File: config.mk
export PLATFORM = sky130hd
export DESIGN_NAME = lcag_mem
export DESIGN_NICKNAME = d
export VERILOG_FILES = /design/src/design/lcag_mem.sv
export SDC_FILE = /design/constraint.sdc
export NUM_CORES = 2
export LEC_CHECK = 0
export BUFFER_PORTS_ARGS = -buffer_cell sky130_fd_sc_hd__buf_4
export CAP_MARGIN = 20
export CELL_PAD_IN_SITES_DETAIL_PLACEMENT = 0
export CELL_PAD_IN_SITES_GLOBAL_PLACEMENT = 1
export CORE_MARGIN = 4
export CORE_UTILIZATION = 30
export CTS_CLUSTER_SIZE = 40
export DETAILED_ROUTE_END_ITERATION = 10
export PLACE_DENSITY = 0.53
export RECOVER_POWER = 100
export SYNTH_ARGS = -nofsm -noshare
export SYNTH_HDL_FRONTEND = slang
export SYNTH_SLANG_ARGS = --single-unit
File: constraint.sdc
create_clock -name clk -period 17.9 [get_ports clk]
set_clock_uncertainty 0.05 [all_clocks]
set_input_delay 1.79 -clock clk [delete_from_list [all_inputs] [get_ports clk]]
set_output_delay 1.79 -clock clk [all_outputs]
set_load 0.05 [all_outputs]
File: src/design/lcag_mem.sv
// Row memory of the grid: one write port, one read port, registered read data.
// No package dependencies.
module lcag_mem #(
  parameter int WIDTH = 64,
  parameter int DEPTH = 64,
  parameter int AW    = 6
) (
  input  logic             clk,
  input  logic             we,
  input  logic [AW-1:0]    waddr,
  input  logic [WIDTH-1:0] wdata,
  input  logic             re,
  input  logic [AW-1:0]    raddr,
  output logic [WIDTH-1:0] rdata
);

  logic [WIDTH-1:0] mem [DEPTH];

  always_ff @(posedge clk) begin
    if (we) begin
      mem[waddr] <= wdata;
    end
    if (re) begin
      rdata <= mem[raddr];
    end
  end

endmodule

# Word-level counts from Yosys, hierarchy flattened
# Memory sizes are Yosys's and may differ from the RTL's. A register that Yosys moved wholly into a read port is not among the register bits.
# Index checks and enable logic that the tools add are counted.
op_classes:
  muxes: 2
op_table:
  columns: ["cell", "n"]
  rows:
  - ["1-bit 2-to-1 mux", 2]
totals:
  mem_count: 1
  out_inout_bits: 64
  mem_bits_rw: 4096
  regBits: 0
  word_cells: 3
memory_table:
  columns: ["memory", "depth", "word_bits", "rd", "rd_ports_with_merged_regs", "wr", "line", "text"]
  rows:
  - ["mem", 64, 64, 1, 1, 1, "17", "logic [WIDTH-1:0] mem [DEPTH];"]

# Logic depth before layout (Yosys ltp)
logic_depth:
  depth_word: 2
  mapped_depth: 9
  mapped_depth_nobuf: 5

# Worst setup path before layout
# No wires, ideal clock.
synth_path:
  path_type: "input to register"
  startpoint: "input port waddr[3]"
  endpoint: "memory mem[48][0] (enable)"
  slack_ns: 10.624
  t_arrival_ns: 6.662
  n_path_buf: 1
  setup_ns: 0.564
  stages: 4
  cell_sequence: "clkbuf_1 nor2b_1 nand4b_1 nor3_1"
synth_rtl:
  columns: ["element", "line", "text"]
  rows:
  - ["from (decl)", "10", "input logic [AW-1:0] waddr,"]
  - ["to (decl)", "17", null]
# Straight into the memory's write port.

==> flow_summary.json <==
{
  "status": "complete, but fails checks",
  "violations": "max-capacitance violations, max-slew violations",
  "grt_usage": 0.180,
  "leakage_nw": 54.2,
  "syn_nets": 6677,
  "hpwl_microns": 257000,
  "initial_utilization": 0.301,
  "tightest_slew_ns": 8.63,
  "synthFlopType": "edfxtp_1",
  "vias_per_cell": 5.26,
  "synthCells": 6598,
  "firstDrtPassIters": 5,
  "synth_warnings": 0,
  "grt_max_degree": 108,
  "path_cells": "buf_8 -> clkbuf_1 -> nor2b_1 -> clkbuf_1 -> clkbuf_1 -> clkbuf_1 -> a22oi_1 -> and3_1 -> a211oi_1",
  "synth_top_area_frac": 0.796,
  "htree_levels": 5,
  "finalHoldViolations": 0,
  "io_pins": 143,
  "rsz0062_at_grt": "false",
  "yosys_register_bits": 4160,
  "p_int_mw": 16.1,
  "clk_pin_slew_ns": 0.06,
  "routed_wl_microns": 489000,
  "clk_latency_ns": 1.00,
  "arrival_ns": 11.83,
  "synth.most_common_cell": "edfxtp_1",
  "end_kind": "register",
  "finalSetupViolations": 0,
  "critical_path_class": "in2reg",
  "postRouteAntennaNets": 0,
  "synth_top_cell_by_area": "edfxtp_1",
  "ctsHoldBuffers": 0,
  "tritoncts": "done",
  "fp-row-count": 265,
  "grt_pass1_wl_microns": 667000,
  "synth_area_leaders": "edfxtp_1 80%, mux4_2 15%, mux2i_1 0.86%",
  "crit_path_max_fanout": 64,
  "ys_types": 32,
  "fin_crit_ns": 11.10,
  "synthTopCellsByCount": "4160 x edfxtp_1, 1024 x mux4_2, 170 x buf_2",
  "drive_above_1_share": 0.238,
  "setup_tns_ns": 0,
  "fp.dieW_microns": 731,
  "power.density_mw_per_mm2": 115,
  "slew_violations": 8992,
  "synth_seq_area_share": 0.796,
  "startpoint_type": "primary input",
  "drtIter0Drc": 8329,
  "hold_class": "reg2reg",
  "numCtsBuffers": 436,
  "p_comb_frac": 0.046,
  "layout.nets": 7108,
  "cts_resized": 0,
  "grt_pass1_vias": 77500,
  "grt-ovfl-total": 0,
  "fp.dieArea_sq_mm": 0.535,
  "dr_total_vias": 75600,
  "synthToLayoutAreaGrowth_pct": 14.6,
  "seqPwrFrac": 0.527,
  "maxCapViolations": 244,
  "swShare": 0.218,
  "coreArea_sq_mm": 0.521,
  "fp.dieH_microns": 731,
  "p_clk_frac": 0.427,
  "drc": 0,
  "synthArstFlopShare": 0,
  "ctsLongestPathBuffers": 4,
  "grt_antenna_before_repair": 49,
  "synth_area_sq_mm": 0.157,
  "slew_headroom": -4.75,
  "wl_per_cell_microns": 34.1,
  "cts_setup_buffers": 0,
  "critical-path-max-stage-delay_ns": 2.59,
  "ir_drop_mv": 0.0802,
  "cts_root_buffer": "clkbuf_16",
  "avgSynthCellArea_sq_um": 23.8,
  "critPathSlowestCell": "clkbuf_1",
  "routabilityCongestion": 0.731,
  "crit_top_cell": "clkbuf_1",
  "netSwitchingPower_mw": 4.50,
  "required_ns": 18.63,
  "fmax_mhz": 90.1,
  "finalCritPeriodShare": 0.620,
  "clock-sinks": 4160,
  "power.total_mw": 20.6,
  "port_buffers": 142,
  "synth-edff-count": 4160
}
-- per-stage QoR --
step | cells | utilization | hold WS, ns | instance area, sq um | worst slack, ns
global placement | 13500 | 0.321 | 0.858 | 167000 | 10.82
detailed placement | 13500 | 0.321 | 0.852 | 168000 | 10.86
global route | 14300 | 0.345 | 0.897 | 180000 | 6.64
floorplan | 6598 | - | 0.815 | 157000 | 10.62
CTS | 14300 | 0.348 | 0.870 | 181000 | 11.90
finish | 14400 | 0.345 | 0.865 | 180000 | 6.80
-- critical path, delay by kind of cell --
kind	cells	cell delay (ns)
compound gates	2	0.54
buf+inv	5	8.02
simple gates	2	1.21
-- layout by cell type, fill, tap and decap left out, types with 22 or more instances in the layout --
cell / count
o22ai_1: 83
nor2_1: 90
a211oi_1: 59
a22o_1: 88
or2_2: 27
clkinv_1: 125
nand2_1: 54
clkinv_2: 65
edfxtp_1: 4160
or3_1: 29
nor2_4: 22
o221ai_1: 38
a22oi_1: 168
a41oi_1: 26
clkbuf_16: 438
and3_1: 64
nor2b_1: 25
bufinv_16: 32
buf_4: 77
mux4_2: 1024
nand3_1: 45
mux2i_1: 135
clkbuf_1: 379
-- flip-flops by register name, indices dropped and copies added, names as in the netlist --
signal	count
rdata	64
mem	4096
-- area by class of cell --
type	count	area [sq um]
fillers	48300	341000
flip-flops and latches	4160	125000
multi-input cells	2049	30500
clock buffers	541	11300
well taps	6942	8690
clock inverters	268	2490
repair buffers	363	1820
inverters	19	71.3
diodes	16	40.0
-- kinds of logic after synthesis --
group	Yosys count	synth area share
DFF	4160	0.796
muxes	1159	0.156
AOI/OAI and AO/OA	504	0.0247
buffers and inverters	389	0.0118
and+or+nand+nor	386	0.0123
-- final timing paths --
check | from | to | slack, ns | depth (start not counted)
worst max-delay path | raddr[2] | rdata[45] | 6.80 | 9
worst min-delay path | mem[36][30] | rdata[30] | 0.87 | 4
worst max register to register | mem[46][19] | rdata[19] | 15.58 | 6
worst min register to register | mem[36][30] | rdata[30] | 0.87 | 4
-- power by group through the flow --
stage	sequential [mW]	clock (mW)	combinational (mW)
2_1_floorplan	11.1	0	0.503
3_3_place_gp	11.1	0	0.984
3_5_place_dp	11.1	0	0.998
4_1_cts	10.9	8.99	1.00
5_1_grt	10.9	9.40	1.02
6_report	10.9	8.80	0.958
-- metal layers --
metal  routed length, microns  track usage  up-vias
li1                         -            -    29500
met5                       85            0        -
met4                    14900       0.0471       14
met1                   205000        0.247    42700
met2                   241000        0.303     2682
met3                    28100       0.0234      692
Note: power is estimated with default switching activity, not from simulation.
