`src/design/lcag_pkg.sv`:
```
// Shared types and constants for the Life grid block.
// Used by the sequencer, the rule logic and the top level; no dependencies.
package lcag_pkg;

  // Operation codes carried in s_tuser
  typedef enum logic [1:0] {
    OP_WRITE = 2'd0,
    OP_READ  = 2'd1,
    OP_TICK  = 2'd2,
    OP_CLEAR = 2'd3
  } func_t;

  typedef enum logic [2:0] {
    ST_INIT,
    ST_IDLE,
    ST_ACCESS,
    ST_PRIME,
    ST_TICK,
    ST_CLEAR,
    ST_DONE
  } state_t;

  // Memory port strobes from the sequencer
  typedef struct packed {
    logic re;
    logic we;
  } mem_ctl_t;

  localparam int COORD_W  = 6;
  localparam int COL_LSB  = 0;
  localparam int ROW_LSB  = 6;
  localparam int VAL_BIT  = 12;
  localparam int S_DATA_W = 16;
  localparam int S_USER_W = 2;
  localparam int M_DATA_W = 8;

  // B3/S23 neighbor counts
  localparam logic [3:0] SURVIVE_LOW = 4'd2;
  localparam logic [3:0] BIRTH_COUNT = 4'd3;

endpackage

```
`src/design/lcag_rule.sv`:
```
// Next-generation logic for one row of cells under B3/S23, all columns at once.
// Depends on lcag_pkg for the rule counts.
module lcag_rule
  import lcag_pkg::*;
#(
  parameter int COLS = 64
) (
  input  logic [COLS-1:0] above,
  input  logic [COLS-1:0] here,
  input  logic [COLS-1:0] below,
  output logic [COLS-1:0] next_row
);

  logic [COLS+1:0] ext_a, ext_h, ext_b;
  logic [3:0]      count [COLS];

  // pad with dead cells at both ends: fixed border
  assign ext_a = {1'b0, above, 1'b0};
  assign ext_h = {1'b0, here, 1'b0};
  assign ext_b = {1'b0, below, 1'b0};

  always_comb begin
    for (int c = 0; c < COLS; c++) begin
      count[c] = 4'(ext_a[c]) + 4'(ext_a[c+1]) + 4'(ext_a[c+2])
               + 4'(ext_h[c]) + 4'(ext_h[c+2])
               + 4'(ext_b[c]) + 4'(ext_b[c+1]) + 4'(ext_b[c+2]);
      next_row[c] = (count[c] == BIRTH_COUNT) || (here[c] && count[c] == SURVIVE_LOW);
    end
  end

endmodule

```
`config.mk`:
```
export PLATFORM = sky130hd
export DESIGN_NAME = lcag_rule
export DESIGN_NICKNAME = d
export VERILOG_FILES = /design/src/design/lcag_pkg.sv /design/src/design/lcag_rule.sv
export SDC_FILE = /design/constraint.sdc
export NUM_CORES = 1
export LEC_CHECK = 0
export ABC_AREA = 1
export BUFFER_PORTS_ARGS = -buffer_cell sky130_fd_sc_hd__buf_2
export CAP_MARGIN = 20
export CORE_ASPECT_RATIO = 1.2
export CORE_MARGIN = 4
export CORE_UTILIZATION = 50
export DETAILED_ROUTE_END_ITERATION = 8
export PLACE_DENSITY = 0.82
export SYNTH_ARGS = -nofsm -noshare
export SYNTH_HDL_FRONTEND = slang
export SYNTH_SLANG_ARGS = --single-unit
export TNS_END_PERCENT = 20
```
`constraint.sdc`:
```
create_clock -name vclk -period 4.03
set_clock_uncertainty 0.15 [all_clocks]
set_input_delay 0.806 -clock vclk [all_inputs]
set_output_delay 0.806 -clock vclk [all_outputs]
set_load 0.02 [all_outputs]
```
# After elaboration in Yosys (flattened, before gate mapping)

Cells that the tools add are included.

Add/subtract/negate cells: 441
$mul: 0
Divide/modulo/power cells: 0
Order comparisons: 0
Equality and inequality tests: 128
Shift-type cells: 0
Muxes and demuxes: 0
Bitwise operators: 0
Reductions and logical operators: 128

Operator list:

| kind               | count |
|---|---|
| $add 4x1->4        | 252 |
| $eq 4x2->1 const B | 128 |
| $add 3x1->4        | 63 |
| $add 2x1->3        | 63 |
| $add 1x1->2        | 63 |
| $logic_and 1x1->1  | 64 |
| $logic_or 1x1->1   | 64 |

Flip-flop bits (word level): 0
Bits in latches: 0
Memory bits (writable): 0
Memory bits (read-only): 0
Input port bits: 192
Logic and storage cells: 697
Memories: 0

# Longest topological paths before layout

Depth after elaboration: 10
Gate-level depth with buffers: 11
Depth with buffers taken out: 11

# Worst setup path before layout

OpenSTA, ideal clock, no wires.

Path type: in2out
From: in above[16]
To: out next_row[17]
Arrival: 3,425 ps
Slack: -351 ps
Stages on the path: 9
Path through: inv_1 -> fa_1 -> fa_1 -> fa_1 -> inv_1 -> ha_1 -> fa_1 -> nand3_1 -> a21oi_1

Longest elaborated chain between the ends: 10
Elaborated cells between the ends (all ways): 11
Those cells by class: add/sub (7); eq/ne (2); reduce/logical (2)

RTL lines:

| element                     | RTL line        | RTL |
|---|---|---|
| from (decl)                 | lcag_rule.sv:8  | `input logic [COLS-1:0] above,` |
| $add 1x1->2 *               | lcag_rule.sv:24 | `count[c] = 4'(ext_a[c]) + 4'(ext_a[c+1]) + 4'(ext_a[c+2])` |
| $add 2x1->3 *               | lcag_rule.sv:24 |  |
| $add 3x1->4 *               | lcag_rule.sv:25 | `+ 4'(ext_h[c]) + 4'(ext_h[c+2])` |
| $add 4x1->4 *               | lcag_rule.sv:25 |  |
| $add 4x1->4 * (3 in series) | lcag_rule.sv:26 | `+ 4'(ext_b[c]) + 4'(ext_b[c+1]) + 4'(ext_b[c+2]);` |
| $eq 4x2->1                  | lcag_rule.sv:27 | `next_row[c] = (count[c] == BIRTH_COUNT) \|\| (here[c] && count[c] == SURVIVE_LOW);` |
| $logic_and 1x1->1           | lcag_rule.sv:27 |  |
| $logic_or 1x1->1 *          | lcag_rule.sv:27 |  |
| to (decl)                   | lcag_rule.sv:11 | `output logic [COLS-1:0] next_row` |

Mark *: on every way between the ends. The rest lies on a longest branch, timed or not.

# Final worst setup path

From: in above[60]
To: out next_row[60]

The elaborated chain is that of the path after synthesis.

==> summary.txt <==
Worst setup path
  – CP max-delay cell: fa_1
  – Most used cell, CP: fa_1
  – CP Class: in2out
  – CP max stage delay: 0.54 ns
  – Critical path, cell by cell: buf_2, inv_2, fa_1, fa_1, fa_1, inv_1, ha_1, fa_1, inv_1, nand2_1, nand3_2, a21oi_4, buf_6
  – Startpoint Class: primary input
  – CP required: 3.07 ns
  – CP top delay family: adder cells
  – CP Data Arrival Time: 3.76 ns
  – Buf/Inv on CP: 5
  – CP Capture Type: primary output
  – Worst path depth: 13
  – Maximum fanout along the worst path: 2

Floorplan
  – Die Ht: 173 µm
  – Chip Width: 146 µm
  – Initial Utilization: 0.508
  – FP Rows: 60
  – # IOs: 256
  – Die area: 25300 µm²
  – Core box area: 22400 µm²

Synth
  – Synth area leaders: fa_1 44%, ha_1 21%, inv_1 21%
  – Post-synth cell types: 10
  – Post-Syn Area: 11400 µm²
  – Main combinational cell family by area after synthesis: adder cells
  – Post-Syn Instances: 1443
  – Synth Area in Compound Gates: 0.0283
  – Syn_nets: 2075
  – Synthesis Warnings: 0
  – Avg Cell Area, Syn: 7.90 µm²
  – Biggest area consumer among synthesized cells: fa_1
  – Post-synth top area share: 0.443
  – Simple logic cell fraction of the synthesized area: 0.117
  – XOR/XNOR Fraction of Synth Area: 0
  – Post-Synth Adder-Cell Area: 0.649
  – Register area share after synthesis: 0
  – Mux cell area share after synthesis: 0

Timing
  – Worst slew margin: 0.820
  – Tcrit/Tclk final: 1.17
  – Final Hold Viols: 0
  – Worst-Margin Slew: 0.268 ns
  – Max Freq: 0.212 GHz
  – Min Tclk post-route: 4.71 ns
  – Setup violators final: 62
  – Max Slew Vio Count: 0
  – Setup WS post-layout: -0.683 ns
  – RSZ-0062 raised after global routing: yes

Outcome
  – Failing checks: setup timing
  – Status: finished with violations

Final layout
  – Area grow syn2layout: 45.1%
  – Share of layout cells above drive strength 1: 0.370
  – Most common library cell in the layout ignoring fill and taps: inv_1
  – Final cell count without fillers: 2185
  – Area of the multi-input gates: 10300 µm²
  – Commonest cells after routing, fill and taps aside: 537 x inv_1, 240 x fa_1, 217 x buf_4
  – Register area: 0 µm²
  – Filler Cells Inserted: 1374
  – FFs & Latches: 0
  – NumNets Final: 2536
  – Fin area: 16500 µm²
  – Clock buffers: 0

Placed design
  – Placed cell area: 15500 µm²
  – Dpl cells: 2172
  – Placer Congestion: 0.834
  – DP HPWL: 26.8 mm
  – # port buffers: 256

Route
  – Routed Antenna Nets: 0
  – 1st-pass router iterations: 6
  – DRC Markers: 0
  – Max layer used: met5
  – Vias: 10929
  – DRT iter0 DRCs: 337
  – Wirelength per Cell: 16.1 µm
  – Routed wire length on met3: 1.90 mm
  – Met2 WL: 19.7 mm
  – Total wire length: 35.2 mm
  – Vias per cell: 5.00
  – Met1 wire length: 11.8 mm

Global route
  – All-Layer GR Usage: 0.251
  – First-pass GRT wire length: 54.1 mm
  – Vias in the first global route: 12447
  – Congestion Overflow GR: 0
  – Largest net degree at the start of global routing: 4
  – Antenna violations before repair: 7

Pwr
  – Power Dens Cells: 334 nW/µm²
  – Internal power: 2.48 mW
  – Clk pwr share: 0
  – VDD IR max: 0.246 mV
  – LEAKAGE: 9.42 nW
  – Sequential Power Share: 0
  – Sw Pwr: 3.04 mW
  – Switching Fraction: 0.550
  – Comb pwr share: 1.000

Worst hold path
  – Hold depth: 4
  – Worst hold-check path type: in2out

Run
  – Number of max-cap violations: 0

Clock network
  – Hold buffers post-CTS: 0
## what timing repair did
item	4_1_cts	5_1_grt
setup buffers	4	5
pin swaps	54	54
resized for setup	223	120
endpoints found under the setup margin	62	62
## per-stage QoR
step	setup slack (ns)	hold WS, ns	total power, mW	utilization	setup TNS (ns)
CTS	-0.556	1.87	5.16	0.719	-30.17
floorplan	-0.221	1.68	3.47	-	-13.34
finish	-0.683	1.90	5.52	0.737	-30.40
global route	-0.685	1.96	6.10	0.737	-35.25
detailed placement	-0.612	1.87	4.76	0.690	-33.24
global placement	-0.549	1.85	4.42	0.690	-30.08
## tightest hold or removal path, cell delays in order
cell	delay (ns)
buf_2	0.09
o21ai_0	0.10
nor2_1	0.08
buf_2	0.16
## layout make-up
cell class,count,share of cell area
multi-input cells,818,0.620
inverters,625,0.148
repair buffers,459,0.210
well taps,279,0.0211
diodes,4,0.000605
## path summary, 6_finish.rpt
kind / startpoint / end
setup / recovery: above[60] / next_row[60]
hold / removal: here[63] / next_row[63]
## power by group through the flow
| stage | Sequential (mW) | Clock (mW) | Combinational (mW) |
|---|---|---|---|
| floorplan | 0 | 0 | 3.47 |
| global placement | 0 | 0 | 4.42 |
| detailed placement | 0 | 0 | 4.76 |
| CTS | 0 | 0 | 5.16 |
| global route | 0 | 0.0000000663 | 6.10 |
| finish | 0 | 0.000000133 | 5.52 |
## cells in the mapped netlist, drive strengths merged
| cell type | number |
|---|---|
| a21boi | 1 |
| a21oi | 61 |
| fa | 252 |
| ha | 188 |
| inv | 625 |
| nand2 | 185 |
| nand3 | 122 |
| nor2 | 6 |
| o21ai | 2 |
| or2 | 1 |
## logic make-up (layout without fill, tap and decap cells)
group,after synthesis,in the layout
AO/OA/AOI/OAI,64,64
adder cells (fa/ha/maj),440,440
buffers and inverters,625,1084
other,0,4
AND/OR/NAND/NOR,314,314
## routing by layer
layer	GRT usage	vias up
li1	-	5027
met1	0.265	5317
met2	0.509	429
met3	0.0327	148
met4	0.0748	8
met5	0	-
No activity file was read; power rests on OpenSTA's default activity.
