$ cat config.mk
export PLATFORM = sky130hd
export DESIGN_NAME = lcag_seq
export DESIGN_NICKNAME = d
export VERILOG_FILES = /design/src/design/lcag_pkg.sv /design/src/design/lcag_seq.sv
export SDC_FILE = /design/constraint.sdc
export NUM_CORES = 1
export LEC_CHECK = 0
export BUFFER_PORTS_ARGS = -buffer_cell sky130_fd_sc_hd__clkbuf_2
export CAP_MARGIN = 20
export CORE_MARGIN = 4
export CORE_UTILIZATION = 30
export CTS_CLUSTER_DIAMETER = 120
export DETAILED_ROUTE_END_ITERATION = 6
export REMOVE_ABC_BUFFERS = 1
export SLEW_MARGIN = 20
export SYNTH_ARGS = -nofsm -noshare
export SYNTH_HDL_FRONTEND = slang
export SYNTH_SLANG_ARGS = --single-unit
export TNS_END_PERCENT = 30
$ cat constraint.sdc
create_clock -name clk -period 5.65 [get_ports clk]
set_clock_uncertainty 0.2 [all_clocks]
set_input_delay 0.8475 -clock clk [delete_from_list [all_inputs] [get_ports clk]]
set_output_delay 0.8475 -clock clk [all_outputs]
set_load 0.02 [all_outputs]
$ cat src/design/lcag_pkg.sv
// Shared types and constants for the Life grid block.
// Used by the sequencer, the rule logic and the top level; no dependencies.
package lcag_pkg;

  // Operation codes carried in s_tuser
  typedef enum logic [1:0] {
    OP_WRITE = 2'd0,
    OP_READ  = 2'd1,
    OP_TICK  = 2'd2,
    OP_CLEAR = 2'd3
  } func_t;

  typedef enum logic [2:0] {
    ST_INIT,
    ST_IDLE,
    ST_ACCESS,
    ST_PRIME,
    ST_TICK,
    ST_CLEAR,
    ST_DONE
  } state_t;

  // Memory port strobes from the sequencer
  typedef struct packed {
    logic re;
    logic we;
  } mem_ctl_t;

  localparam int COORD_W  = 6;
  localparam int COL_LSB  = 0;
  localparam int ROW_LSB  = 6;
  localparam int VAL_BIT  = 12;
  localparam int S_DATA_W = 16;
  localparam int S_USER_W = 2;
  localparam int M_DATA_W = 8;

  // B3/S23 neighbor counts
  localparam logic [3:0] SURVIVE_LOW = 4'd2;
  localparam logic [3:0] BIRTH_COUNT = 4'd3;

endpackage

$ cat src/design/lcag_seq.sv
// Sequencer: decodes operations, runs read-modify-write, the row sweep of a
// generation and the clearing sweep, and holds the output register. Uses lcag_pkg.
module lcag_seq
  import lcag_pkg::*;
#(
  parameter int COLS = 64,
  parameter int ROWS = 64,
  parameter int AW   = 6
) (
  input  logic                clk,
  input  logic                rst,
  input  logic                s_tvalid,
  output logic                s_tready,
  input  logic [S_DATA_W-1:0] s_tdata,
  input  logic [S_USER_W-1:0] s_tuser,
  output logic                m_tvalid,
  input  logic                m_tready,
  output logic [M_DATA_W-1:0] m_tdata,
  output mem_ctl_t            mem_ctl,
  output logic [AW-1:0]       waddr,
  output logic [COLS-1:0]     wdata,
  output logic [AW-1:0]       raddr,
  input  logic [COLS-1:0]     rdata,
  output logic [COLS-1:0]     above,
  output logic [COLS-1:0]     here,
  output logic [COLS-1:0]     below,
  input  logic [COLS-1:0]     next_row
);

  state_t               state, state_next;
  logic [AW-1:0]        wr_ptr, wr_ptr_next;
  logic [COLS-1:0]      above_next, here_next;
  func_t                op, op_next;
  logic [COORD_W-1:0]   col, col_next;
  logic [COORD_W-1:0]   row, row_next;
  logic                 val, val_next;
  logic                 res, res_next;
  logic                 out_valid, out_valid_next;
  logic                 out_bit, out_bit_next;
  logic                 last_row;
  logic                 in_grid;
  logic [COLS-1:0]      shifted;
  logic [COLS-1:0]      bit_mask;

  assign last_row = (wr_ptr == AW'(ROWS - 1));
  assign in_grid  = (32'(col) < COLS) && (32'(row) < ROWS);
  assign shifted  = rdata >> col;
  assign bit_mask = COLS'(1) << col;
  assign m_tvalid = out_valid;
  assign m_tdata  = {{(M_DATA_W-1){1'b0}}, out_bit};

  always_ff @(posedge clk) begin
    if (rst) begin
      state     <= ST_INIT;
      wr_ptr    <= '0;
      out_valid <= 1'b0;
    end else begin
      state     <= state_next;
      wr_ptr    <= wr_ptr_next;
      out_valid <= out_valid_next;
    end
  end

  always_ff @(posedge clk) begin
    above   <= above_next;
    here    <= here_next;
    op      <= op_next;
    col     <= col_next;
    row     <= row_next;
    val     <= val_next;
    res     <= res_next;
    out_bit <= out_bit_next;
  end

  always_comb begin
    state_next     = state;
    wr_ptr_next    = wr_ptr;
    above_next     = above;
    here_next      = here;
    op_next        = op;
    col_next       = col;
    row_next       = row;
    val_next       = val;
    res_next       = res;
    out_valid_next = out_valid && !m_tready;
    out_bit_next   = out_bit;
    s_tready       = 1'b0;
    mem_ctl        = '0;
    waddr          = wr_ptr;
    wdata          = '0;
    raddr          = '0;
    below          = rdata;
    case (state)
      ST_INIT: begin
        mem_ctl.we = 1'b1;
        if (last_row) begin
          wr_ptr_next = '0;
          state_next  = ST_IDLE;
        end else begin
          wr_ptr_next = wr_ptr + 1'b1;
        end
      end
      ST_IDLE: begin
        s_tready = 1'b1;
        if (s_tvalid) begin
          op_next  = func_t'(s_tuser);
          col_next = s_tdata[COL_LSB +: COORD_W];
          row_next = s_tdata[ROW_LSB +: COORD_W];
          val_next = s_tdata[VAL_BIT];
          case (func_t'(s_tuser))
            OP_WRITE, OP_READ: begin
              mem_ctl.re = 1'b1;
              raddr      = AW'(s_tdata[ROW_LSB +: COORD_W]);
              state_next = ST_ACCESS;
            end
            OP_TICK: begin
              mem_ctl.re = 1'b1;
              raddr      = '0;
              state_next = ST_PRIME;
            end
            OP_CLEAR: begin
              wr_ptr_next = '0;
              state_next  = ST_CLEAR;
            end
            default: state_next = ST_IDLE;
          endcase
        end
      end
      ST_ACCESS: begin
        res_next = 1'b0;
        if (in_grid) begin
          if (op == OP_READ) begin
            res_next = shifted[0];
          end else if (op == OP_WRITE) begin
            mem_ctl.we = 1'b1;
            waddr      = AW'(row);
            wdata      = val ? (rdata | bit_mask) : (rdata & ~bit_mask);
          end
        end
        state_next = ST_DONE;
      end
      ST_PRIME: begin
        // row 0 is here; fetch row 1
        here_next   = rdata;
        above_next  = '0;
        wr_ptr_next = '0;
        mem_ctl.re  = 1'b1;
        raddr       = AW'(1);
        state_next  = ST_TICK;
      end
      ST_TICK: begin
        // rdata holds row wr_ptr+1; old rows kept in above/here
        below      = last_row ? '0 : rdata;
        mem_ctl.we = 1'b1;
        wdata      = next_row;
        above_next = here;
        here_next  = rdata;
        if (32'(wr_ptr) + 32'd2 < ROWS) begin
          mem_ctl.re = 1'b1;
          raddr      = AW'(32'(wr_ptr) + 32'd2);
        end
        if (last_row) begin
          res_next   = 1'b0;
          state_next = ST_DONE;
        end else begin
          wr_ptr_next = wr_ptr + 1'b1;
        end
      end
      ST_CLEAR: begin
        mem_ctl.we = 1'b1;
        if (last_row) begin
          res_next   = 1'b0;
          state_next = ST_DONE;
        end else begin
          wr_ptr_next = wr_ptr + 1'b1;
        end
      end
      ST_DONE: begin
        // hold the result until the output register has room
        if (!out_valid || m_tready) begin
          out_valid_next = 1'b1;
          out_bit_next   = res;
          state_next     = ST_IDLE;
        end
      end
      default: state_next = ST_IDLE;
    endcase
  end

endmodule

Word level (Yosys, flattened, before mapping)
Index checks and enable logic that the tools add are counted.
- $add $sub $neg: 2
- magnitude comparators: 1
- equal/unequal tests: 17
- shift operators: 2
- muxes and demuxes: 38
- bitwise operators: 3
- reductions and logical operators: 20
- operator list (cell ; number):
    $mux W64 ; 5
    $pmux W64 S2 ; 2
    $and A64 B64 Y64 ; 1
    $not A64 Y64 ; 1
    $or A64 B64 Y64 ; 1
    $shl A1 B6 Y64 const A ; 1
    $shr A64 B6 Y1 ; 1
    $mux W6 ; 10
    $lt A32 B7 Y1 const B ; 1
    $pmux W6 S4 ; 1
    $pmux W3 S6 ; 1
    $pmux W6 S3 ; 1
    $mux W3 ; 4
    $mux W1 ; 10
    $eq A3 B3 Y1 const B ; 3
    $pmux W3 S3 ; 1
    $ne A2 B2 Y1 const B ; 4
    $reduce_and A4 Y1 ; 2
    $add A6 B2 Y7 const B ; 1
    $add A6 B1 Y6 const B ; 1
    $eq A3 B2 Y1 const B ; 2
    $eq A6 B6 Y1 const B ; 1
    $reduce_and A2 Y1 ; 3
    $reduce_or A2 Y1 ; 3
    other kinds (14) ; 22
- bits in registers: 155
- input port bits: 150
- logic and storage cells: 94

Longest topological paths before layout
Gate-level depths: netlist of run 1.
- depth after elaboration: 7
- gate-level depth with buffers: 7
- depth with buffers taken out: 6

Least setup slack after synthesis of run 1
Ideal clock, no wire load.
- path type: register to register
- start point: register state[2]
- end point: register above[0], enable pin
- setup time: 0.486 ns
- data arrival time: 3.712 ns
- data required time: 4.964 ns
- path slack: 1.252 ns
- cell stages (with the launch flop): 5
- path buffers: 2
- period minus slack after synthesis: 4.398 ns
- cell sequence: dfxtp_1 -> nor3b_2 -> buf_2 -> buf_2 -> a21o_1
- word-level cells in the longest chain between the ends: 2
- RTL lines (element ; line ; RTL):
    from (decl) ; lcag_seq.sv:30 ; state_t state, state_next;
    from (signal assigned) ; lcag_seq.sv:58 ; state <= state_next;
    $eq A3 B3 Y1 / $eq A3 B2 Y1 (equally long branches) ; lcag_seq.sv:93 ; case (state)
    $reduce_bool A2 Y1 (no source line) (*) ; -- ;
    to (signal assigned) ; lcag_seq.sv:65 ; above <= above_next;
    to (decl) ; lcag_seq.sv:24 ; output logic [COLS-1:0] above,
Mark *: on every way between the ends. The rest lies on a longest branch, timed or not.
A chain may end at the register's enable or synchronous reset.

Worst setup path after layout of run 1
- start point: register state[0]
- end point: output port raddr[0]
- word-level cells in the longest chain between the ends: 2
- RTL lines (element ; line ; RTL):
    $eq A3 B3 Y1 (tied with other cells) ; lcag_seq.sv:93 ;
    $pmux W6 S3 (*) ; lcag_seq.sv:93 ;
    to (decl) ; lcag_seq.sv:22 ; output logic [AW-1:0] raddr,
Marked as above.

==> impl_metrics.json, run 1 <==
{
  "via_per_inst": 4.78,
  "yosysTopAreaCell": "edfxtp_1",
  "synth_seq_cells": 155,
  "synth_compound_area_frac": 0.0676,
  "grt_pass1_wl_microns": 47800,
  "status": "complete, no violations",
  "die_w_microns": 175,
  "synthFlopType": "edfxtp_1",
  "overflow": 0,
  "synth_edf_count": 145,
  "path_delay_family": "simple AND/OR/NAND/NOR gates",
  "design.die.area_sq_mm": 0.0306,
  "ys_top_cells_by_count": "edfxtp_1 (145), nand2_1 (124), mux2i_1 (70), nor2b_1 (70), o21ai_0 (70)",
  "synth-xor-area-share": 0.00732,
  "crit_cells": 6,
  "hold_viol": 0,
  "final_util": 0.418,
  "drive_above_1_share": 0.420,
  "worstPathMaxFanout": 16,
  "synth_simple_gate_area_frac": 0.208,
  "track_usage": 0.207,
  "synth_top_family_by_area": "simple AND/OR/NAND/NOR gates",
  "peakVddDrop_mv": 0.135,
  "critPathLaunchType": "register",
  "gp_congestion": 0.849,
  "cpPeakStageDelay_ns": 0.77,
  "netlist_area_sq_mm": 0.00837,
  "port_buffers": 419,
  "synth_most_common_cell": "edfxtp_1",
  "min_period_ns": 4.16,
  "clk_path_buf_depth": 2,
  "rsz0062_at_grt": "false",
  "yosys_warnings": 0,
  "die_h_microns": 175,
  "post-route-period-util": 0.737,
  "synthAdderAreaFrac": 0.00299,
  "h-tree-depth": 4,
  "firstDrtPassIters": 4,
  "ctsHoldBuffers": 0,
  "ys_top_cells_by_area": "edfxtp_1 (52%), mux2i_1 (8.4%), nand2_1 (5.6%), nor2b_1 (5.2%), and2_1 (5.1%)",
  "antenna_found_initial": 1,
  "cts_setup_buffers": 0,
  "area_growth_pct": 35.7,
  "fmax_mhz": 240,
  "crit_arrival_ns": 3.12,
  "total_power_w": 0.00259,
  "tritoncts": "built",
  "hold_ws_ns": 0.240,
  "yosysSeqAreaShare": 0.544,
  "tightestPinTransition_ns": 1.07,
  "slew_headroom": 0.283,
  "vias": 7401,
  "hold_path_depth": 0,
  "wl_microns": 32600,
  "core_sq_mm": 0.0272,
  "cap_violations": 0,
  "cts.sinks": 155,
  "synth_mux_area_frac": 0.132,
  "drt-initial-drc-count": 467,
  "io_pins": 430,
  "cpMaxStageDelayCell": "and3_1",
  "ctsResizeCount": 0,
  "antenna_left": 0,
  "hpwl_microns": 24600,
  "power_density_mw_per_mm2": 228,
  "clk_latency_ns": 0.42,
  "num_rows": 60,
  "leakagePower_nw": 5.01,
  "ctsRootBufferMaster": "clkbuf_16",
  "finalSetupViolCount": 0,
  "fin_nets": 1313,
  "grt_max_degree": 72,
  "critPathBufInv": 1,
  "slew_violations": 0,
  "start_util": 0.308,
  "syn_area_per_cell_sq_um": 10.9,
  "grt_pass1_vias": 7471,
  "clk_pin_slew_ns": 0.07,
  "cts_buffers": 17,
  "wl_per_cell_microns": 21.1,
  "synth.top_cell.area_share": 0.520,
  "synthCells": 765,
  "crit_chain": "nor2b_2, and3_1, nor2b_1, a22oi_1, o21ai_0, clkbuf_2",
  "drc": 0,
  "reg2reg_depth": 4,
  "async_flop_share": 0,
  "crit_type": "register to output port",
  "ys_types": 49,
  "hp-class": "register to register",
  "required_ns": 4.60,
  "crit_path_end_kind": "output port"
}
cell usage in the layout (no fill, tap or decap), drive strengths merged, types with 2 or more instances in the layout:
| cell | instances |
|---|---|
| a211oi | 2 |
| a21oi | 6 |
| a221oi | 2 |
| a22o | 3 |
| a22oi | 5 |
| a31oi | 2 |
| and2 | 68 |
| and3 | 5 |
| buf | 12 |
| clkbuf | 438 |
| clkinv | 3 |
| clkinvlp | 3 |
| conb | 7 |
| dfxtp | 10 |
| edfxtp | 145 |
| ha | 2 |
| inv | 11 |
| mux2 | 8 |
| mux2i | 70 |
| mux4 | 14 |
| nand2 | 124 |
| nand2b | 8 |
| nand3 | 6 |
| nand4 | 2 |
| nor2 | 40 |
| nor2b | 71 |
| nor3 | 7 |
| nor4 | 3 |
| o21ai | 72 |
| or2 | 3 |
| or3 | 2 |
| xnor2 | 2 |
| xor2 | 5 |
layer usage:
metal  GRT usage  up-vias  share of wire
met5           0        -              0
met1       0.259     3585           0.42
li1            -     3488              -
met4      0.0507        0          0.017
met2       0.358      303           0.50
met3      0.0530       25          0.066
layout make-up:
type                    instances  area (sq um)
well taps                     372           465
fillers                      2720         15800
clock buffers                  19           433
multi-input cells             551          3550
clock inverters                13           130
diodes                          1          2.50
inverters                       5          18.8
repair buffers                431          2210
flip-flops and latches        155          4550
cells by family after synthesis:
group	after synthesis
muxes	92
xor gates and xnor gates	7
other	1
adders and majority gates	2
buffers and inverters	65
AOI/OAI and AO/OA	100
DFF	155
and+or+nand+nor	343
sequential cells by signal, summed over array words and instances (netlist names):
signal / count
above: 64
col: 6
here: 64
m_tvalid: 1
op: 2
out_bit: 1
res: 1
row: 6
state: 3
val: 1
wr_ptr: 6
final timing paths:
| path | from | to | slack, ns |
|---|---|---|---|
| worst max register to register | state[2]$_SDFFE_PP0P_ | above[46]$_SDFFCE_PP0P_ | 2.39 |
| worst max-delay path | state[0]$_SDFFE_PP0P_ | raddr[0] | 1.49 |
| worst min-delay path | res$_SDFFCE_PP0P_ | out_bit$_DFFE_PP_ | 0.24 |
| worst min register to register | res$_SDFFCE_PP0P_ | out_bit$_DFFE_PP_ | 0.24 |
report_power, final:
part	internal (W)	leakage (nW)	switching, W
Combinational	0.0000852	3.35	0.000115
Clock	0.000619	0.267	0.000524
Sequential	0.00125	1.39	0.00000302
per-stage QoR:
stage               cell area (sq um)  TNS [ns]  cells  setup slack [ns]
floorplan                        8100   -228.87    711             -1.33
global placement                10800         0   1513              1.86
detailed placement              10800         0   1513              1.83
CTS                             11300         0   1545              1.36
global route                    11400         0   1547              1.22
finish                          11400         0   1547              1.49
Power figures use the tool's default switching activity.
==> run 2, diff against run 1 <==
Settings changed: ABC_AREA set to 1.
Clock period 5.65 ns to 3.4 ns, I/O delays scaled along.
==> run 2 against run 1 <==
Against the previous run:
- via count grew 25%
- die area is 4.9% higher
- global-route usage up 0.99 points
- sequential cell count stayed put
- worst setup slack worse by 1.3 ns
- synthesized cell count up 44%
- cell count grew 23%
- largest cell class unchanged
- highest routed layer is now met5
==> impl_metrics.json, run 2 <==
{
  "status": "complete, no violations",
  "critPathBufInv": 4,
  "synthFlopType": "edfxtp_1",
  "synthCells": 1100,
  "tritoncts": "built",
  "ys_top_cells_by_area": "edfxtp_1 (49%), nor2_1 (8.7%), nand2_1 (7.5%), inv_1 (6.4%), nand3_1 (4.9%)",
  "cpPeakStageDelay_ns": 0.50,
  "tightestPinTransition_ns": 1.06,
  "h-tree-depth": 4,
  "grt_max_degree": 75,
  "synth_top_family_by_area": "simple AND/OR/NAND/NOR gates",
  "fin_nets": 1652,
  "seq_area_sq_mm": 0.00455,
  "dp_slack_ns": 0.413,
  "combPwrFrac": 0.328,
  "port_buffers": 419,
  "antenna-diode-count": 0,
  "hold_path_end": "col[2]$_DFFE_PP_",
  "drive_above_1_share": 0.344,
  "synth-xor-area-share": 0.000995,
  "cpMaxStageDelayCell": "inv_2",
  "ys_types": 36,
  "slew_headroom": 0.295,
  "critPathLaunchType": "register",
  "synth_compound_area_frac": 0.120,
  "path_delay_family": "buffers and inverters",
  "rsz0062_at_grt": "true",
  "ctsRootBufferMaster": "clkbuf_16",
  "hold_ws_ns": 0.0613,
  "hold_path_depth": 1,
  "power_density_mw_per_mm2": 559,
  "antenna_left": 0,
  "gp_congestion": 0.830,
  "cap_violations": 0,
  "post-route-period-util": 0.940,
  "synth_seq_cells": 155,
  "num_rows": 62,
  "clk_pin_slew_ns": 0.07,
  "final_cell_mix": "clkbuf_2 (419), nor2_1 (204), nand2_1 (174)",
  "hold_viol": 0,
  "area_growth_pct": 35.1,
  "fmax_mhz": 313,
  "layout_commonest_cell": "clkbuf_2",
  "ys_top_cells_by_count": "nor2_1 (205), nand2_1 (175), inv_1 (151), edfxtp_1 (145), nand3_1 (86)",
  "synthAdderAreaFrac": 0.00284,
  "syn_area_per_cell_sq_um": 8.00,
  "synth_most_common_cell": "nor2_1",
  "firstDrtPassIters": 5,
  "core_sq_mm": 0.0288,
  "final.fill_count": 2994,
  "hp-start": "s_tdata[2]",
  "final_util": 0.413,
  "hp-class": "input pin to register",
  "pwr-share-seq": 0.395,
  "io_pins": 430,
  "r2r_end": "here[18]$_DFFE_PP_",
  "via_per_inst": 4.86,
  "total_power_w": 0.00664,
  "setup.worst_path.start": "state[1]$_SDFFE_PP0P_",
  "rrSetupSlack_ns": 0.71,
  "reg2reg_from": "state[1]$_SDFFE_PP0P_",
  "cts_buffers": 17,
  "finalWorstSetupSlack_ns": 0.205,
  "design.die.area_sq_mm": 0.0321,
  "drt-initial-drc-count": 683,
  "netlist_area_sq_mm": 0.00880,
  "finalSetupViolCount": 0,
  "clk_path_buf_depth": 2,
  "track_usage": 0.217,
  "drc": 0,
  "pwr-share-clk": 0.277,
  "start_util": 0.306,
  "yosysTopAreaCell": "edfxtp_1",
  "hpwl_microns": 27100,
  "synth_edf_count": 145,
  "overflow": 0,
  "antenna_found_initial": 4,
  "vias": 9221,
  "reg_top3": "above (64), here (64)",
  "required_ns": 2.69,
  "grt_pass1_wl_microns": 52300,
  "yosysSeqAreaShare": 0.518,
  "wl_microns": 36600,
  "leakagePower_nw": 5.64,
  "clk_latency_ns": 0.43,
  "switching_power_w": 0.00263,
  "crit_type": "register to output port",
  "cellInternalPower_w": 0.00401,
  "wl_per_cell_microns": 19.3,
  "crit_path_end_kind": "output port",
  "worstPathMaxFanout": 32,
  "peakVddDrop_mv": 0.337,
  "die_w_microns": 179,
  "die_h_microns": 179,
  "crit_chain": "inv_2, nand2_1, nor2_4, inv_2, nor2_4, buf_4, nor2_1, clkbuf_2",
  "slew_violations": 0,
  "synth.top_cell.area_share": 0.495,
  "power_switching_share": 0.396,
  "cts.sinks": 155,
  "reg2reg_depth": 6,
  "crit_arrival_ns": 2.49,
  "yosys_warnings": 0,
  "ctsHoldBuffers": 0,
  "synth_mux_area_frac": 0,
  "multi_input_area_sq_mm": 0.00333,
  "async_flop_share": 0,
  "grt_pass1_vias": 8587,
  "min_period_ns": 3.20,
  "synth_simple_gate_area_frac": 0.246
}
-- run 2: layer usage --
layer / share of wire / GRT usage / wire, microns
met1: 0.41 / 0.278 / 15000
met2: 0.48 / 0.366 / 17600
met3: 0.089 / 0.0567 / 3260
met4: 0.019 / 0.0498 / 677
met5: 0.0015 / 0 / 55
-- run 2: timing repair --
action	4_1_cts	5_1_grt
cloned	0	0
buffers inserted	0	11
endpoints found under the setup margin	7	45
gates resized for setup	4	2
pin swaps	0	0
-- run 2: layout make-up --
| class | count | area share |
|---|---|---|
| flip-flops and latches | 155 | 0.383 |
| multi-input cells | 709 | 0.280 |
| repair buffers | 449 | 0.198 |
| inverters | 168 | 0.0533 |
| well taps | 384 | 0.0404 |
| clock buffers | 17 | 0.0358 |
| clock inverters | 15 | 0.00969 |
-- run 2: kinds of logic (layout without fill, tap and decap cells) --
group	count (synthesis)	in the layout
AOI/OAI and AO/OA	190	190
and+or+nand+nor	509	509
buffers and inverters	242	649
other	1	7
xor gates and xnor gates	1	1
adders and majority gates	2	2
DFF	155	155
-- run 2: per-stage QoR --
stage	setup TNS (ns)	instances	instance area [sq um]
after global placement	0	1854	11200
after CTS	-0.000684	1886	11800
after floorplan	-421.05	1032	8470
after global routing	-0.0138	1897	11900
final	0	1897	11900
after detailed placement	0	1854	11200
-- run 2: worst reg2reg max path, delay by kind of cell, from the launching register on --
kind	cells	cell delay (ns)
buf+inv	3	1.09
simple gates	3	0.53
flops	1	0.34
-- run 2: power groups by stage --
stage / sequential, W / clock (W) / combinational [W]
6_report: 0.00262 / 0.00184 / 0.00218
5_1_grt: 0.00265 / 0.00197 / 0.00237
4_1_cts: 0.00263 / 0.00189 / 0.00218
3_5_place_dp: 0.00267 / 0 / 0.00217
3_3_place_gp: 0.00267 / 0 / 0.00216
2_1_floorplan: 0.00302 / 0 / 0.000930
-- run 2: worst max path at each step --
stage                             end  slack (ns)  depth (start not counted)
5_1_grt                     below[15]       -0.01                          8
3_3_place_gp                wdata[28]        0.48                          6
2_1_floorplan  above[0]$_SDFFCE_PP0P_       -2.74                          5
4_1_cts                     wdata[33]     -0.0007                          6
3_5_place_dp                wdata[28]        0.41                          6
6_report                    below[47]        0.20                          8
==> run 3, diff against run 2 <==
Settings changed: PLACE_DENSITY set to 0.56.
==> run 3 against run 2 <==
Against the previous run:
- sequential share of layout area about the same
- global-route usage up 0.10 points
- final area about the same
- total power up 0.87%
- fmax down 4.3%
- first-iteration DRC count down 2.2%
- die area unchanged
- utilization about the same
- non-clock buffer count down 4
- clock power up 2%
- cell count down 0.21%
- combinational power about the same
- critical endpoint is now wdata[29]
==> impl_metrics.json, run 3 (synthesis results as in run 2) <==
{
  "cap_violations": 0,
  "grt_pass1_wl_microns": 52500,
  "path_delay_family": "simple AND/OR/NAND/NOR gates",
  "critPathLaunchType": "register",
  "min_period_ns": 3.34,
  "required_ns": 2.69,
  "num_rows": 62,
  "h-tree-depth": 4,
  "fin_nets": 1648,
  "antenna_left": 0,
  "fin_area_sq_mm": 0.0119,
  "cpMaxStageDelayCell": "edfxtp_1",
  "power_density_mw_per_mm2": 564,
  "place_area_sq_mm": 0.0113,
  "clk_pin_slew_ns": 0.07,
  "hold_viol": 0,
  "area_growth_pct": 35.1,
  "final_util": 0.413,
  "ctsRootBufferMaster": "clkbuf_16",
  "fmax_mhz": 300,
  "antenna_found_initial": 1,
  "via_per_inst": 4.80,
  "vias": 9081,
  "crit_type": "register to output port",
  "antenna-diode-count": 0,
  "hp-class": "input pin to register",
  "rsz0062_at_grt": "true",
  "cts_setup_buffers": 0,
  "drive_above_1_share": 0.344,
  "leakagePower_nw": 5.65,
  "drt-initial-drc-count": 668,
  "cpPeakStageDelay_ns": 0.59,
  "cts_buffers": 17,
  "layout_commonest_cell": "clkbuf_2",
  "die_h_microns": 179,
  "dp_slack_ns": 0.509,
  "reg_top3": "above (64), here (64)",
  "tritoncts": "built",
  "firstDrtPassIters": 5,
  "slew_violations": 0,
  "seq_area_sq_mm": 0.00455,
  "wl_per_cell_microns": 19.4,
  "start_util": 0.306,
  "worstPathMaxFanout": 12,
  "final.fill_count": 3038,
  "peakVddDrop_mv": 0.304,
  "critPathBufInv": 2,
  "ctsResizeCount": 0,
  "overflow": 0,
  "multi_input_area_sq_mm": 0.00333,
  "track_usage": 0.218,
  "wl_microns": 36700,
  "drc": 0,
  "io_pins": 430,
  "design.die.area_sq_mm": 0.0321,
  "die_w_microns": 179,
  "cts.sinks": 155,
  "core_sq_mm": 0.0288,
  "port_buffers": 419,
  "crit_arrival_ns": 2.63,
  "crit_path_end_kind": "output port",
  "final_cell_mix": "clkbuf_2 (419), nor2_1 (204), nand2_1 (174)",
  "clk_latency_ns": 0.41,
  "post-route-period-util": 0.982,
  "slew_headroom": 0.565,
  "grt_pass1_vias": 8423,
  "finalWorstSetupSlack_ns": 0.0627,
  "ctsHoldBuffers": 0,
  "gp_congestion": 0.831,
  "hold_ws_ns": 0.0683,
  "total_power_w": 0.00670,
  "clk_path_buf_depth": 2,
  "tightestPinTransition_ns": 0.652,
  "crit_chain": "buf_4, nand2_2, nor3_2, a31oi_1, o21ai_1, clkbuf_2",
  "hpwl_microns": 27400,
  "status": "complete, no violations",
  "grt_max_degree": 57,
  "finalSetupViolCount": 0
}
==> run 3: cell count changes in the layout (fill, tap and decap cells not counted) <==
cell and delta:
buf_12 +1, buf_4 -5, clkinv_1 -3, clkinv_2 +3, clkinv_4 -1, clkinvlp_4 -2, inv_8 +3, nor3_2 -1
nor3_4 +1
==> run 3: area by class of cell <==
| class | instances | area share |
|---|---|---|
| Tap cell | 384 | 0.0404 |
| Timing Repair Buffer | 445 | 0.196 |
| Clock buffer | 17 | 0.0358 |
| Inverter | 168 | 0.0533 |
| Multi-Input combinational cell | 709 | 0.280 |
| Clock inverter | 15 | 0.0108 |
| Sequential cell | 155 | 0.383 |
==> run 3: final timing paths <==
kind	from	end	slack (ns)	depth (start not counted)
min reg2reg	res$_SDFFCE_PP0P_	out_bit$_DFFE_PP_	0.27	0
max	col[0]$_DFFE_PP_	wdata[29]	0.06	6
max reg2reg	col[0]$_DFFE_PP_	res$_SDFFCE_PP0P_	0.98	8
min	s_tdata[1]	col[1]$_DFFE_PP_	0.07	1
==> run 3: power by group <==
part	switching, W	total, W	internal [W]
logic	0.00162	0.00220	0.000583
registers	0.000131	0.00262	0.00249
clock network	0.000913	0.00188	0.000968
total	0.00266	0.00670	0.00404
==> run 3: through the flow <==
step           std cells  TNS [ns]
6_report            1893         0
5_1_grt             1893    -0.689
4_1_cts             1893         0
3_5_place_dp        1861         0
3_3_place_gp        1861         0
2_1_floorplan       1032   -421.05
==> run 3: worst register-to-register path, stage by stage (launching register included) <==
cell and delay [ns]:
edfxtp_1 0.56, buf_4 0.30, o21ai_0 0.48, nand2_1 0.11, nand3_1 0.11, nand3_1 0.10, nand3_1 0.09, nand3_1 0.10
a21oi_1 0.20
==> run 3: metal layers <==
metal / wire length (microns) / global-route usage / vias to the layer above
met1: 15800 / 0.290 / 4261
met2: 17700 / 0.368 / 382
met5: 12 / 0 / -
li1: - / - / 4405
met3: 2690 / 0.0432 / 31
met4: 477 / 0.0463 / 2
